## src/rtl/core/msasm_pkg.sv

```systemverilog
// ----------------------------------------------------------------------------
// msasm_pkg: shared types and helpers for the matrix slice engine
// Item structs, opcode and register codes, controller state type,
// command/status bundles and single-precision rounding helpers.
// ----------------------------------------------------------------------------
package msasm_pkg;

	typedef struct packed {
		logic [1:0]  opcode;
		logic [3:0]  src_row;
		logic [3:0]  src_col;
		logic [31:0] element;
	} in_item_t;

	typedef struct packed {
		logic [2:0]  out_row;
		logic [2:0]  out_col;
		logic [31:0] out_value;
		logic        last;
	} result_t;

	localparam logic [1:0] OPC_LOAD_L = 2'd0;
	localparam logic [1:0] OPC_LOAD_R = 2'd1;
	localparam logic [1:0] OPC_START  = 2'd2;

	localparam logic [1:0] OP_ADD = 2'd0;
	localparam logic [1:0] OP_SUB = 2'd1;
	localparam logic [1:0] OP_MUL = 2'd2;

	localparam logic [2:0] REG_OPERATION = 3'd0;
	localparam logic [2:0] REG_ROWS      = 3'd1;
	localparam logic [2:0] REG_COLS      = 3'd2;
	localparam logic [2:0] REG_L_ROW     = 3'd3;
	localparam logic [2:0] REG_L_COL     = 3'd4;
	localparam logic [2:0] REG_R_ROW     = 3'd5;
	localparam logic [2:0] REG_R_COL     = 3'd6;

	localparam logic [31:0] QNAN_DEFAULT = 32'hFFC0_0000;
	localparam logic [31:0] QUIET_BIT    = 32'h0040_0000;

	typedef enum logic [2:0] {
		ST_IDLE,
		ST_READ,
		ST_KICK,
		ST_MUL,
		ST_ADD,
		ST_EMIT
	} state_t;

	typedef struct packed {
		logic       add_go;
		logic       mul_go;
		logic       acc_clr;
		logic       emit;
		logic       last;
		logic [2:0] i;
		logic [2:0] j;
		logic [2:0] k;
	} cmd_t;

	typedef struct packed {
		logic [1:0] op;
		logic [3:0] rows;
		logic [3:0] cols;
		logic       mul_done;
		logic       add_done;
	} status_t;

	function automatic logic [5:0] clz48(input logic [47:0] v);
		logic [5:0] n;
		logic       found;
		n = 6'd48;
		found = 1'b0;
		for (int b = 47; b >= 0; b--) begin
			if (!found && v[b]) begin
				n = 6'(47 - b);
				found = 1'b1;
			end
		end
		return n;
	endfunction

	// e is the biased exponent; m[23] clear marks a subnormal
	function automatic logic [31:0] round_pack(input logic sign, input logic [9:0] e,
			input logic [23:0] m, input logic g, input logic st);
		logic [7:0]  field;
		logic [30:0] body;
		logic        inc;
		field = m[23] ? e[7:0] : 8'd0;
		body = {field, m[22:0]};
		inc = g & (st | m[0]);
		if (e >= 10'd255)
			return {sign, 8'hFF, 23'd0};
		return {sign, body + 31'(inc)};
	endfunction

endpackage

```

## src/rtl/core/msasm_ctrl.sv

```systemverilog
// ----------------------------------------------------------------------------
// msasm_ctrl: sequencer
// Walks the result matrix row by row and, for multiply, the inner
// index k; issues reads, unit starts and result emits.
// ----------------------------------------------------------------------------
module msasm_ctrl
	import msasm_pkg::*;
(
	input  logic       clk,
	input  logic       arst_n,
	input  logic       accept,
	input  logic [1:0] opcode,
	input  status_t    status,
	output cmd_t       cmd,
	output logic       busy
);

	state_t     state_q, state_d;
	logic [2:0] i_q, j_q, k_q, i_d, j_d, k_d;
	logic       is_mul, op_ok, last_el, last_k, last_j;

	always_ff @(posedge clk or negedge arst_n) begin
		if (!arst_n) begin
			state_q <= ST_IDLE;
			i_q <= 3'd0;
			j_q <= 3'd0;
			k_q <= 3'd0;
		end else begin
			state_q <= state_d;
			i_q <= i_d;
			j_q <= j_d;
			k_q <= k_d;
		end
	end

	always_comb begin
		is_mul = (status.op == OP_MUL);
		op_ok = (status.op == OP_ADD) || (status.op == OP_SUB) || is_mul;
		last_j = ({1'b0, j_q} == status.cols - 4'd1);
		last_el = ({1'b0, i_q} == status.rows - 4'd1) && last_j;
		last_k = ({1'b0, k_q} == status.rows - 4'd1);

		state_d = state_q;
		i_d = i_q;
		j_d = j_q;
		k_d = k_q;
		cmd = '0;
		cmd.i = i_q;
		cmd.j = j_q;
		cmd.k = k_q;

		unique case (state_q)
			ST_IDLE: begin
				if (accept && (opcode == OPC_START) && op_ok) begin
					i_d = 3'd0;
					j_d = 3'd0;
					k_d = 3'd0;
					cmd.acc_clr = 1'b1;
					state_d = ST_READ;
				end
			end
			ST_READ: state_d = ST_KICK;
			ST_KICK: begin
				if (is_mul) begin
					cmd.mul_go = 1'b1;
					state_d = ST_MUL;
				end else begin
					cmd.add_go = 1'b1;
					state_d = ST_ADD;
				end
			end
			ST_MUL: begin
				if (status.mul_done) begin
					cmd.add_go = 1'b1;
					state_d = ST_ADD;
				end
			end
			ST_ADD: begin
				if (status.add_done) begin
					if (is_mul && !last_k) begin
						k_d = k_q + 3'd1;
						state_d = ST_READ;
					end else begin
						k_d = 3'd0;
						state_d = ST_EMIT;
					end
				end
			end
			ST_EMIT: begin
				cmd.emit = 1'b1;
				cmd.last = last_el;
				if (last_el) begin
					state_d = ST_IDLE;
				end else begin
					cmd.acc_clr = 1'b1;
					if (last_j) begin
						j_d = 3'd0;
						i_d = i_q + 3'd1;
					end else begin
						j_d = j_q + 3'd1;
					end
					state_d = ST_READ;
				end
			end
			default: state_d = ST_IDLE;
		endcase
	end

	assign busy = (state_q != ST_IDLE);

endmodule

```

## config.mk

```make
export PLATFORM = sky130hd
export DESIGN_NAME = msasm_ctrl
export DESIGN_NICKNAME = d
export VERILOG_FILES = /design/src/rtl/core/msasm_pkg.sv /design/src/rtl/core/msasm_ctrl.sv
export SDC_FILE = /design/constraint.sdc
export NUM_CORES = 1
export LEC_CHECK = 0
export ABC_CLOCK_PERIOD_IN_PS = 1900
export BUFFER_PORTS_ARGS = -buffer_cell sky130_fd_sc_hd__buf_2
export CAP_MARGIN = 5
export CELL_PAD_IN_SITES_DETAIL_PLACEMENT = 0
export CELL_PAD_IN_SITES_GLOBAL_PLACEMENT = 2
export CORE_AREA = 3 3 65 67
export CTS_BUF_LIST = sky130_fd_sc_hd__clkbuf_8
export DETAILED_ROUTE_END_ITERATION = 8
export DIE_AREA = 0 0 68 70
export PLACE_DENSITY = 0.84
export SYNTH_ARGS = -nofsm -noshare
export SYNTH_HDL_FRONTEND = slang
export SYNTH_SLANG_ARGS = --single-unit
```

## constraint.sdc

```tcl
create_clock -name clk -period 1.9 [get_ports clk]
set_clock_uncertainty 0.2 [all_clocks]
set_input_delay 0.285 -clock clk [delete_from_list [all_inputs] [get_ports clk]]
set_output_delay 0.285 -clock clk [all_outputs]
set_load 0.005 [all_outputs]
```

==> results by group <==
Clock tree
  • Number of H-tree levels: 1
  • TritonCTS Buffers: 3
  • Max clock buf depth: 2
  • CTS tree: built
  • Clk sinks: 12
  • Clk slew on worst S/H paths: 0.06 ns
  • CTS Root Buffer Type: clkbuf_8
  • Clk Latency, worst-skew pair: 0.24 ns

Outcome
  • Violated checks: setup timing
  • Status: complete, but fails checks

Layout
  • Layout cell share with drive strength beyond 1: 0.491
  • Antenna cells: 0
  • Multi-input logic area: 756 µm²
  • Area grow syn2layout: 56.9%
  • FILL cells: 373
  • Layout Cells excl Fill: 219
  • Final #Nets: 195
  • Seq. cell area: 303 µm²

Routing
  • DRT Pass-1 Iters: 4
  • Max Used Layer: met4
  • Vias per cell: 4.71
  • Metal2 WL: 1.39 mm
  • Met3 wire length: 132 µm
  • WL/cell: 12.4 µm
  • Metal1 wirelength: 1.18 mm
  • Final ANT Viol Nets: 0
  • Drc violations: 0
  • Detailed Route WL: 2.71 mm
  • DRT iter0 DRCs: 27
  • Via Count: 1032

GRT
  • Global-route wire length before repair: 4.62 mm
  • Initial antenna violation count: 0
  • Total global-route track usage: 0.121
  • GRT overflow: 0
  • Number of global-route vias before repair: 1051
  • Largest net degree at the start of global routing: 13

Yosys
  • Mapped Area: 1000 µm²
  • Adder-Cell Fraction of Synth Area: 0.0624
  • Register area share after synthesis: 0.300
  • Synth top area cells: dfrtp_1 30%, ha_1 6.2%, xnor2_1 6.1%
  • Synth unique cells: 42
  • Register bit total from synthesis: 12
  • Most used flip-flop cell after synthesis: dfrtp_1
  • Largest family of logic cells by synthesized area: simple AND/OR/NAND/NOR gates
  • Post-synth EDFFs: 0
  • Post-synth top area share: 0.300
  • Post-synthesis compound-gate area fraction: 0.215
  • Syn avg cell area: 9.19 µm²
  • Synth Area in XOR/XNOR: 0.120
  • Async SR Flop Fraction: 1.00
  • Mapped Nets: 131
  • Cells after Synth: 109
  • Synth Area in Simple Gates: 0.255
  • Leading area contributor after synthesis: dfrtp_1
  • Mux cell area share after synthesis: 0.00999
  • Synth Warn #: 0

Critical path
  • Max stage delay cell, worst path: or3_4
  • R2R Setup Slk: -0.05 ns
  • CP cell instances: or3_4 > or3_4 > nand2_1 > buf_2
  • Critical path endpoint category: output pin
  • Max incr delay on CP: 0.39 ns
  • WS Path Type: reg2out
  • FF-to-FF path depth: 7
  • RR Endpoint: i_q[2]
  • Buf+Inv Stages, Crit Path: 1
  • Most common cell on crit path: or3_4
  • Worst-path fanout max: 2
  • Req. time, crit path: 1.41 ns
  • Crit path launch: state_q[1]
  • Worst Setup Start Kind: flip-flop
  • Cell family with most CP delay: simple AND/OR/NAND/NOR gates
  • Critical path data arrival time: 1.54 ns
  • Reg2reg start: state_q[1]

Timing
  • Final Hold Fails: 0
  • PnR worst setup slack: -0.129 ns
  • F_max: 493 MHz
  • Actual slew at the worst max-slew pin: 0.321 ns
  • Hold Slack: 0.0777 ns
  • Min cycle time layout: 2.03 ns
  • Final setup viols: 5
  • RSZ-0062 raised after global routing: true
  • Final period utilization: 1.07
  • Worst slew margin: 0.785
  • Pins Over Slew Limit: 0

Hold path
  • HP Start: status[0]
  • Hold WC Path Type: in2reg
  • Hold Path End: state_q[2]
  • WHS Path Cells: 2

Pwr
  • Maximum VDD drop: 0.407 mV
  • Cell Pwr Density: 935 nW/µm²
  • Leak: 0.802 nW

Placement
  • Port buffer count: 31
  • Routability cong.: 0.774
  • Placed Cells: 203
  • HPWL Detailed: 2.10 mm

Floorplan
  • Area of the die: 4760 µm²
  • DIE HEIGHT: 70 µm
  • Core area: 3690 µm²
  • Die width: 68 µm
  • Top Ports: 32
  • Initial Util: 0.272
  • # rows: 22

Run
  • Max_cap viols: 0
==> logic make-up (layout without fill, tap and decap cells) <==
logic type,after synthesis,count (layout)
AND/OR/NAND/NOR,44,44
multiplexers,1,1
adder cells (fa/ha/maj),5,5
buffers and inverters,8,70
flip-flops,12,12
XOR/XNOR,12,12
AO/OA/AOI/OAI,27,27
==> repair_timing <==
action / CTS / global route
hold endpoints to repair: 12 / 0
hold buffers: 1 / 0
resized for setup: 7 / 14
pin swaps: 5 / 9
endpoints found under the setup margin: 3 / 8
setup buffers: 5 / 7
==> flip-flops by register name, indices dropped and copies added, names as in the netlist <==
signal and count:
j_q 3, k_q 3, i_q 3, state_q 3
==> where the power goes <==
group | internal, mW | switching (mW)
combinational | 0.469 | 0.395
sequential | 0.315 | 0.0537
clock | 0.140 | 0.0974
total | 0.924 | 0.546
==> stage by stage <==
| stage | area (µm²) | power, mW | utilization | setup WS, ns | TNS [ns] |
|---|---|---|---|---|---|
| finish | 1570 | 1.47 | 0.426 | -0.129 | -0.360 |
| global route | 1570 | 1.59 | 0.426 | -0.188 | -0.948 |
| CTS | 1460 | 1.34 | 0.395 | -0.138 | -0.171 |
| detailed placement | 1330 | 1.02 | 0.360 | -0.289 | -1.14 |
| global placement | 1330 | 1.01 | 0.360 | -0.157 | -0.693 |
| floorplan | 1010 | 0.790 | - | 0.00281 | 0 |
==> layout by cell type (no fill, tap or decap), drive strengths merged, types with 3 or more instances in the layout <==
cell type / Yosys / final
xnor2: 7 / 7
ha: 5 / 5
nor2b: 4 / 4
a21o: 3 / 3
nand2b: 4 / 4
nand3: 3 / 3
o21ai: 6 / 6
nor2: 7 / 7
xor2: 4 / 4
inv: 6 / 6
dfrtp: 12 / 12
buf: 2 / 60
nand2: 7 / 7
clkbuf: 0 / 3
nor3: 9 / 9
==> cell usage after synthesis (all sizes together) (3+ instances only) <==
cell and n:
dfrtp 12, nor3 9, nor2b 4, a21o 3, nand3 3, xnor2 7, inv 6, o21ai 6
nor2 7, ha 5, nand2 7, nand2b 4, xor2 4
==> per-layer routing <==
metal,GRT usage,vias up
met3,0.0225,2
met2,0.208,20
met4,0.0265,0
met1,0.154,485
met5,0,-
li1,-,525
==> worst max-delay path by stage <==
| stage | end | slack [ns] | cells past startpoint |
|---|---|---|---|
| finish | cmd[11] | -0.13 | 4 |
| floorplan | cmd[11] | 0.003 | 7 |
| global placement | k_q[2] | -0.16 | 9 |
| detailed placement | k_q[2] | -0.29 | 8 |
| CTS | cmd[11] | -0.14 | 4 |
| global route | cmd[9] | -0.19 | 6 |
==> area by class of cell <==
cell class | count | share of cell area
clock buffers | 3 | 0.0263
inverters | 6 | 0.0143
multi-input cells | 89 | 0.481
flip-flops and latches | 12 | 0.193
well taps | 48 | 0.0382
repair buffers | 61 | 0.248
(Power assumes the default switching activity.)
